File: config.mk
export PLATFORM = sky130hd
export DESIGN_NAME = accel_sample_conditioner_top
export DESIGN_NICKNAME = d
export VERILOG_FILES = /design/src/sv/acs_pkg.sv /design/src/sv/accel_sample_conditioner_top.sv /design/src/sv/acs_lane.sv /design/src/sv/acs_merge.sv
export SDC_FILE = /design/constraint.sdc
export NUM_CORES = 2
export LEC_CHECK = 0
export BUFFER_PORTS_ARGS = -buffer_cell sky130_fd_sc_hd__buf_2
export CAP_MARGIN = 40
export CORE_MARGIN = 1
export CORE_UTILIZATION = 47
export DETAILED_ROUTE_END_ITERATION = 8
export PLACE_DENSITY = 0.67
export SYNTH_ARGS = -nofsm -noshare
export SYNTH_HDL_FRONTEND = slang
export SYNTH_SLANG_ARGS = --single-unit
File: constraint.sdc
create_clock -name clk -period 19.3 [get_ports clk]
set_clock_uncertainty 0.05 [all_clocks]
set_input_delay 2.895 -clock clk [delete_from_list [all_inputs] [get_ports clk]]
set_output_delay 2.895 -clock clk [all_outputs]
set_load 0.01 [all_outputs]
File: src/sv/acs_pkg.sv
`timescale 1ns / 1ps

package acs_pkg;

	localparam int RAW_W       = 16;
	localparam int SHIFT       = 4;
	localparam int SAMPLE_W    = RAW_W - SHIFT;
	localparam int OUT_W       = 16;
	localparam int AXES        = 3;
	localparam int MOUNTS      = 8;
	localparam int CFG_INDEX_W = 3;
	localparam int CFG_DATA_W  = 16;

	localparam logic [CFG_INDEX_W-1:0] REG_REMAP_ENABLE   = 3'd0;
	localparam logic [CFG_INDEX_W-1:0] REG_MOUNT_POSITION = 3'd1;
	localparam logic [CFG_INDEX_W-1:0] REG_OFFSET_X       = 3'd2;
	localparam logic [CFG_INDEX_W-1:0] REG_OFFSET_Y       = 3'd3;
	localparam logic [CFG_INDEX_W-1:0] REG_OFFSET_Z       = 3'd4;

	// Source axis of each result axis for every mounting position.
	localparam logic [1:0] MOUNT_SRC [MOUNTS][AXES] = '{
		'{2'd1, 2'd0, 2'd2},
		'{2'd0, 2'd1, 2'd2},
		'{2'd1, 2'd0, 2'd2},
		'{2'd0, 2'd1, 2'd2},
		'{2'd1, 2'd0, 2'd2},
		'{2'd0, 2'd1, 2'd2},
		'{2'd1, 2'd0, 2'd2},
		'{2'd0, 2'd1, 2'd2}
	};

	// Whether the selected source axis is negated.
	localparam logic MOUNT_NEG [MOUNTS][AXES] = '{
		'{1'b0, 1'b1, 1'b0},
		'{1'b1, 1'b1, 1'b0},
		'{1'b1, 1'b0, 1'b0},
		'{1'b0, 1'b0, 1'b0},
		'{1'b1, 1'b1, 1'b1},
		'{1'b0, 1'b1, 1'b1},
		'{1'b0, 1'b0, 1'b1},
		'{1'b1, 1'b0, 1'b1}
	};

	typedef struct packed {
		logic load1;
		logic accept;
		logic vib;
		logic start;
		logic adv2;
	} acs_ctrl_t;

	typedef struct packed {
		logic                          remap_en;
		logic [2:0]                    mount;
		logic [AXES-1:0][OUT_W-1:0]    offset;
	} acs_cfg_t;

	typedef logic [AXES-1:0][SAMPLE_W-1:0] acs_vals_t;

endpackage

File: src/sv/accel_sample_conditioner_top.sv
`timescale 1ns / 1ps

// Accelerometer sample conditioner. Each request on the slave stream carries
// the three raw axis words and, in tuser, the vibration flag; each produces
// exactly one conditioned result on the master stream. One request is taken
// every clock cycle unless the master stream stalls: per-axis running sums
// turn the history mean into a single add and subtract per sample, the
// division by the history depth is a reciprocal multiply in the second stage,
// and the remap and offset subtraction fill the third. Configuration writes
// are accepted on every cycle but should only be made while the block is idle.

module accel_sample_conditioner_top #(
	parameter int HISTORY_DEPTH = 12
) (
	input  logic                                         clk,
	input  logic                                         arst_n,
	input  logic                                         s_axis_tvalid,
	output logic                                         s_axis_tready,
	// raw_x [15:0], raw_y [31:16], raw_z [47:32]
	input  logic [acs_pkg::AXES*acs_pkg::RAW_W-1:0]      s_axis_tdata,
	// vibrating [0]
	input  logic                                         s_axis_tuser,
	output logic                                         m_axis_tvalid,
	input  logic                                         m_axis_tready,
	// accel_x [15:0], accel_y [31:16], accel_z [47:32]
	output logic [acs_pkg::AXES*acs_pkg::OUT_W-1:0]      m_axis_tdata,
	input  logic                                         cfg_valid,
	output logic                                         cfg_ready,
	input  logic [acs_pkg::CFG_INDEX_W-1:0]              cfg_index,
	input  logic [acs_pkg::CFG_DATA_W-1:0]               cfg_data
);
	import acs_pkg::*;

	localparam int SlotW = $clog2(HISTORY_DEPTH);

	logic [SlotW-1:0] slot_q;
	logic             in_ep_q;
	logic             v1_s1;
	logic             v2_s2;
	logic             en1;
	logic             en2;
	logic             en3;
	logic             accept;
	acs_ctrl_t        ctrl;
	acs_cfg_t         cfg_q;
	acs_vals_t        vals;

	assign en3           = !m_axis_tvalid || m_axis_tready;
	assign en2           = !v2_s2 || en3;
	assign en1           = !v1_s1 || en2;
	assign s_axis_tready = en1;
	assign accept        = s_axis_tvalid && en1;
	assign cfg_ready     = 1'b1;

	always_comb begin
		ctrl.load1  = en1;
		ctrl.accept = accept;
		ctrl.vib    = s_axis_tuser;
		ctrl.start  = s_axis_tuser && !in_ep_q;
		ctrl.adv2   = en2;
	end

	always_ff @(posedge clk or negedge arst_n) begin
		if (!arst_n) begin
			v1_s1         <= 1'b0;
			v2_s2         <= 1'b0;
			m_axis_tvalid <= 1'b0;
		end else begin
			if (en1) begin
				v1_s1 <= s_axis_tvalid;
			end
			if (en2) begin
				v2_s2 <= v1_s1;
			end
			if (en3) begin
				m_axis_tvalid <= v2_s2;
			end
		end
	end

	// The first vibrating sample of an episode lands in slot zero.
	always_ff @(posedge clk or negedge arst_n) begin
		if (!arst_n) begin
			slot_q  <= '0;
			in_ep_q <= 1'b0;
		end else if (accept) begin
			if (s_axis_tuser) begin
				in_ep_q <= 1'b1;
				if (ctrl.start) begin
					slot_q <= SlotW'(1);
				end else if (int'(slot_q) == HISTORY_DEPTH - 1) begin
					slot_q <= '0;
				end else begin
					slot_q <= slot_q + SlotW'(1);
				end
			end else begin
				in_ep_q <= 1'b0;
			end
		end
	end

	always_ff @(posedge clk or negedge arst_n) begin
		if (!arst_n) begin
			cfg_q <= '0;
		end else if (cfg_valid) begin
			unique case (cfg_index)
				REG_REMAP_ENABLE:   cfg_q.remap_en  <= cfg_data[0];
				REG_MOUNT_POSITION: cfg_q.mount     <= cfg_data[2:0];
				REG_OFFSET_X:       cfg_q.offset[0] <= cfg_data;
				REG_OFFSET_Y:       cfg_q.offset[1] <= cfg_data;
				REG_OFFSET_Z:       cfg_q.offset[2] <= cfg_data;
				default: begin
				end
			endcase
		end
	end

	for (genvar a = 0; a < AXES; a++) begin : g_lane
		acs_lane #(
			.HISTORY_DEPTH(HISTORY_DEPTH)
		) u_lane (
			.clk    (clk),
			.arst_n (arst_n),
			.ctrl   (ctrl),
			.slot   (slot_q),
			.raw    (s_axis_tdata[a*RAW_W +: RAW_W]),
			.value  (vals[a])
		);
	end

	acs_merge u_merge (
		.clk    (clk),
		.adv    (en3),
		.cfg    (cfg_q),
		.vals   (vals),
		.result (m_axis_tdata)
	);

	a_slot_range: assert property (@(posedge clk) disable iff (!arst_n)
		int'(slot_q) < HISTORY_DEPTH)
		else $error("history slot out of range");

	a_episode_start: assert property (@(posedge clk) disable iff (!arst_n)
		accept && s_axis_tuser && !in_ep_q |=> in_ep_q && slot_q == SlotW'(1))
		else $error("episode start did not restart the history");

	a_episode_end: assert property (@(posedge clk) disable iff (!arst_n)
		accept && !s_axis_tuser |=> !in_ep_q)
		else $error("quiet sample left the episode open");

	a_no_drop: assert property (@(posedge clk) disable iff (!arst_n)
		v2_s2 && !en2 |=> v2_s2)
		else $error("stalled middle stage lost its request");

endmodule

File: src/sv/acs_lane.sv
`timescale 1ns / 1ps

module acs_lane #(
	parameter int HISTORY_DEPTH = 12,
	localparam int SlotW = $clog2(HISTORY_DEPTH)
) (
	input  logic                              clk,
	input  logic                              arst_n,
	input  acs_pkg::acs_ctrl_t                ctrl,
	input  logic [SlotW-1:0]                  slot,
	input  logic [acs_pkg::RAW_W-1:0]         raw,
	output logic [acs_pkg::SAMPLE_W-1:0]      value
);
	import acs_pkg::*;

	localparam int SumW = $clog2(HISTORY_DEPTH * (1 << (SAMPLE_W - 1))) + 1;
	localparam int DivL = $clog2(HISTORY_DEPTH);
	localparam int DivK = SumW + DivL;
	localparam int MulW = SumW + 1;
	localparam longint DivM = ((longint'(1) << DivK) + HISTORY_DEPTH - 1) / HISTORY_DEPTH;
	localparam logic [MulW-1:0] DivMul = MulW'(DivM);
	localparam logic signed [SumW-1:0] DepthLess1 = SumW'(HISTORY_DEPTH - 1);

	logic [SAMPLE_W-1:0] hist_q [HISTORY_DEPTH];
	logic [SAMPLE_W-1:0] lq_q;
	logic signed [SumW-1:0] sum_q;

	logic signed [SumW-1:0] sample_ext;
	logic signed [SumW-1:0] lq_ext;
	logic signed [SumW-1:0] old_ext;
	logic signed [2*SumW-1:0] fill_full;
	logic signed [SumW-1:0] sum_next;

	logic                   vib_s1;
	logic signed [SumW-1:0] sum_s1;
	logic                   vib_s2;
	logic                   neg_s2;
	logic [SumW+MulW-1:0]   prod_s2;
	logic [SAMPLE_W-1:0]    samp_s2;

	logic [SumW-1:0]        mag;
	logic [SAMPLE_W-1:0]    quo;

	always_comb begin
		sample_ext = {{(SumW - SAMPLE_W){raw[RAW_W-1]}}, raw[RAW_W-1:SHIFT]};
		lq_ext     = {{(SumW - SAMPLE_W){lq_q[SAMPLE_W-1]}}, lq_q};
		old_ext    = {{(SumW - SAMPLE_W){hist_q[slot][SAMPLE_W-1]}}, hist_q[slot]};
		fill_full  = lq_ext * DepthLess1;
		if (ctrl.start) begin
			sum_next = fill_full[SumW-1:0] + sample_ext;
		end else begin
			sum_next = sum_q - old_ext + sample_ext;
		end
	end

	always_ff @(posedge clk or negedge arst_n) begin
		if (!arst_n) begin
			lq_q  <= '0;
			sum_q <= '0;
			for (int k = 0; k < HISTORY_DEPTH; k++) begin
				hist_q[k] <= '0;
			end
		end else if (ctrl.accept) begin
			if (ctrl.vib) begin
				sum_q <= sum_next;
				for (int k = 0; k < HISTORY_DEPTH; k++) begin
					if (ctrl.start) begin
						hist_q[k] <= (k == 0) ? raw[RAW_W-1:SHIFT] : lq_q;
					end else if (slot == SlotW'(k)) begin
						hist_q[k] <= raw[RAW_W-1:SHIFT];
					end
				end
			end else begin
				lq_q <= raw[RAW_W-1:SHIFT];
			end
		end
	end

	always_ff @(posedge clk) begin
		if (ctrl.load1) begin
			vib_s1 <= ctrl.vib;
			sum_s1 <= ctrl.vib ? sum_next : sample_ext;
		end
	end

	assign mag = sum_s1[SumW-1] ? SumW'(-sum_s1) : SumW'(sum_s1);

	always_ff @(posedge clk) begin
		if (ctrl.adv2) begin
			vib_s2  <= vib_s1;
			neg_s2  <= sum_s1[SumW-1];
			prod_s2 <= mag * DivMul;
			samp_s2 <= sum_s1[SAMPLE_W-1:0];
		end
	end

	always_comb begin
		quo = prod_s2[DivK +: SAMPLE_W];
		if (!vib_s2) begin
			value = samp_s2;
		end else if (neg_s2) begin
			value = -quo;
		end else begin
			value = quo;
		end
	end

endmodule

File: src/sv/acs_merge.sv
`timescale 1ns / 1ps

module acs_merge (
	input  logic                                    clk,
	input  logic                                    adv,
	input  acs_pkg::acs_cfg_t                       cfg,
	input  acs_pkg::acs_vals_t                      vals,
	output logic [acs_pkg::AXES*acs_pkg::OUT_W-1:0] result
);
	import acs_pkg::*;

	logic [AXES-1:0][OUT_W-1:0] res;

	always_comb begin
		logic [1:0]       src;
		logic             neg;
		logic [OUT_W-1:0] v16;
		for (int a = 0; a < AXES; a++) begin
			src = cfg.remap_en ? MOUNT_SRC[cfg.mount][a] : 2'(a);
			neg = cfg.remap_en & MOUNT_NEG[cfg.mount][a];
			v16 = {{(OUT_W - SAMPLE_W){vals[src][SAMPLE_W-1]}}, vals[src]};
			if (neg) begin
				v16 = -v16;
			end
			res[a] = v16 - cfg.offset[a];
		end
	end

	always_ff @(posedge clk) begin
		if (adv) begin
			result <= res;
		end
	end

endmodule

==> impl_metrics.env <==
export IMPL_r2r_start="g_lane[0].u_lane.sum_s1[6]$_DFFE_PN_"
export IMPL_initial_core_util=0.474
export IMPL_dr_first_iter_drc_count=2421
export IMPL_synth_flop_cell="dfrtp_1"
export IMPL_numCtsBuffers=83
export IMPL_synthArstFlopShare=0.769
export IMPL_io_buffers=110
export IMPL_drt_pass1_iter_count=6
export IMPL_nets=6628
export IMPL_grt_pass1_wl_mm=217
export IMPL_crit_top_cell="inv_1"
export IMPL_cts_tree="built"
export IMPL_min_period_ns=8.13
export IMPL_endpoint="g_lane[0].u_lane.prod_s2[31]$_DFFE_PP_"
export IMPL_synth_adder_area_share=0.242
export IMPL_grt_start_max_net_pins=188
export IMPL_synth_nets=6634
export IMPL_cts_buffer_depth=3
export IMPL_setup_ws_ns=11.17
export IMPL_areaGrowthSynthToFinish_pct=8.63
export IMPL_yosysTopAreaCell="dfrtp_1"
export IMPL_period_share=0.421
export IMPL_seq_area_um2=19600
export IMPL_synth_compound_gate_area_share=0.119
export IMPL_timing_setup_tns_ns=0
export IMPL_synthCells=5676
export IMPL_synthMuxAreaShare=0.0680
export IMPL_hp_class="reg2reg"
export IMPL_drive_above_1_share=0.0861
export IMPL_dp_slack_ns=11.10
export IMPL_nFillCells=10521
export IMPL_yosysWarnings=0
export IMPL_die_y_um=347
export IMPL_num_vias=39428
export IMPL_worstSetupStartpointType="register"
export IMPL_ys_types=87
export IMPL_synth_most_common_cell="inv_1"
export IMPL_cts_resized=0
export IMPL_syn_mean_instance_area_um2=9.85
export IMPL_synth_common_cells="inv_1 (804), nand2_1 (745), o21ai_0 (677), dfrtp_1 (576), ha_1 (554)"
export IMPL_dp_final_hpwl_mm=99.0
export IMPL_worst_path_stages=25
export IMPL_critical_path_arrival_ns=8.47
export IMPL_clkSinkCount=749
export IMPL_die_area_um2=120000
export IMPL_ys_ff_latch=749
export IMPL_status="finished, final reports clean"
export IMPL_r2r_end="g_lane[0].u_lane.prod_s2[31]$_DFFE_PP_"
export IMPL_synth_edf_count=173
export IMPL_wl_per_cell_um=18.3
export IMPL_fmax_mhz=123
export IMPL_htree_levels=3
export IMPL_rr_worst_depth=25
export IMPL_post_cts_buffers=0
export IMPL_core_area_um2=118000
export IMPL_grt_setup_unrepaired="false"
export IMPL_vias_per_cell=5.42
export IMPL_synth_xor_area_frac=0.0483
export IMPL_grt_overflow=0
export IMPL_ys_seq_area_frac=0.351
export IMPL_syn_area_um2=55900
export IMPL_path_clk_slew_ns=0.06
export IMPL_dpl_cell_count=7121
export IMPL_cp_required_ns=19.64
export IMPL_end_kind="register"
export IMPL_root_buffer="clkbuf_16"
export IMPL_globalplace_congestion=0.926
export IMPL_dieWidth_um=347
export IMPL_yosys_top_cells_area="dfrtp_1 (26%), ha_1 (12%), fa_1 (12%)"
export IMPL_setup_viol=0
export IMPL_routed_wirelength_mm=133
export IMPL_path_delay_family="adder cells"
export IMPL_row_count=126
export IMPL_synthSimpleGateAreaFrac=0.102
export IMPL_worst_pin_slew_ns=1.07
export IMPL_critical_path_class="reg2reg"
export IMPL_final_cells=7277
export IMPL_drtAntennaViolNets=0
export IMPL_worst_path_max_delay_cell="a2111oi_0"
export IMPL_path_buf_inv=5
export IMPL_relSlewSlack=0.288
export IMPL_grt_usage=0.226
export IMPL_ctsHoldBuffers=0
export IMPL_ios=124
export IMPL_clock_latency_ns=0.67
export IMPL_hold_viol=0
export IMPL_grt_pass1_vias=40156
export IMPL_antenna_found_initial=9
export IMPL_yosysTopAreaCellShare=0.258
export IMPL_critPathLaunch="g_lane[0].u_lane.sum_s1[6]$_DFFE_PN_"
export IMPL_crit_path_max_fanout=6
export IMPL_multi_input_area_um2=32500
export IMPL_drc=0
export IMPL_timing_reg2reg_setup_slack_ns=11.17
export IMPL_final_max_slew_violation_count=0
export IMPL_cap_violations=0
export IMPL_synth_top_family_by_area="adder cells"
export IMPL_critPathMaxStageDelay_ns=0.70
logic make-up after synthesis:
group	after synthesis
AO/OA/AOI/OAI	1160
XOR/XNOR	307
adder cells (fa/ha/maj)	885
buffers and inverters	1044
flip-flops	749
multiplexers	236
other	1
AND/OR/NAND/NOR	1294
layout make-up:
class	instances	share of cell area
Antenna cell	4	0.000165
Clock buffer	118	0.0387
Clock inverter	34	0.00735
Inverter	804	0.0497
Multi-Input combinational cell	3883	0.534
Sequential cell	749	0.323
Tap cell	1536	0.0316
Timing Repair Buffer	149	0.0152
layer usage:
| metal | global-route usage | share of wire |
|---|---|---|
| met5 | 0 | 0.00050 |
| met1 | 0.311 | 0.46 |
| met3 | 0.0279 | 0.048 |
| met2 | 0.376 | 0.47 |
| met4 | 0.0626 | 0.024 |
state kept, by name, indices dropped and copies added (netlist names):
register,flops
g_lane.u_lane.hist_q,432
cfg_q,52
g_lane.u_lane.sum_q,48
g_lane.u_lane.sum_s1,48
u_merge.result,48
g_lane.u_lane.lq_q,36
g_lane.u_lane.prod_s2,36
g_lane.u_lane.samp_s2,36
slot_q,4
g_lane.u_lane.neg_s2,3
g_lane.u_lane.vib_s2,1
g_lane.u_lane.vib_s1,1
in_ep_q,1
m_axis_tvalid,1
v1_s1,1
v2_s2,1
metrics by stage:
stage | util | area (um^2) | hold slack [ns]
global route | 0.514 | 60800 | 0.373
floorplan | - | 55900 | 0.350
finish | 0.515 | 60800 | 0.368
detailed placement | 0.491 | 58000 | 0.355
CTS | 0.514 | 60700 | 0.369
global placement | 0.490 | 57900 | 0.354
placed cells by master, fill, tap and decap left out, drive strengths merged, types with 13 or more instances in the layout:
master	n
and3	28
a21oi	215
xnor2	222
or2	21
xor2	85
nand3	35
o21ai	680
nand2b	29
o31ai	22
clkbuf	118
fa	331
mux2	40
or4	13
edfxtp	173
nor2b	33
ha	554
a21o	46
a31oi	38
a211oi	13
nand2	745
clkinv	14
nand3b	16
nor3	56
mux4	111
inv	810
or3	27
mux2i	85
dfrtp	576
o21a	19
and2	19
nor2	225
buf	149
o21bai	13
how the worst min path moves through the flow:
stage	cells after the start	endpoint	start	slack, ns
2_1_floorplan	0	g_lane[0].u_lane.vib_s2$_DFFE_PP_	g_lane[1].u_lane.vib_s1$_DFFE_PN_	0.35
3_3_place_gp	0	g_lane[0].u_lane.vib_s2$_DFFE_PP_	g_lane[1].u_lane.vib_s1$_DFFE_PN_	0.35
3_5_place_dp	0	g_lane[0].u_lane.vib_s2$_DFFE_PP_	g_lane[1].u_lane.vib_s1$_DFFE_PN_	0.35
4_1_cts	0	g_lane[0].u_lane.vib_s2$_DFFE_PP_	g_lane[1].u_lane.vib_s1$_DFFE_PN_	0.37
5_1_grt	0	g_lane[0].u_lane.vib_s2$_DFFE_PP_	g_lane[1].u_lane.vib_s1$_DFFE_PN_	0.37
6_report	0	g_lane[0].u_lane.vib_s2$_DFFE_PP_	g_lane[1].u_lane.vib_s1$_DFFE_PN_	0.37
worst reg2reg max path: stages, from the launching register on:
cell	delay, ns
edfxtp_1	0.52
or4_1	0.56
or2_2	0.31
o21ai_0	0.20
xnor2_1	0.30
inv_1	0.24
xnor2_1	0.51
ha_1	0.36
fa_1	0.50
inv_1	0.05
fa_1	0.53
inv_1	0.05
fa_1	0.47
inv_1	0.05
fa_1	0.47
inv_1	0.04
ha_1	0.28
a21oi_1	0.12
o21ai_0	0.21
a2111oi_0	0.70
a211oi_1	0.27
o21ai_0	0.39
o211ai_1	0.18
a31oi_1	0.30
o21bai_1	0.11
xnor2_1	0.13
Power is not shown: default switching activity piles up to over one toggle a cycle in this logic, so the estimate is an artifact.
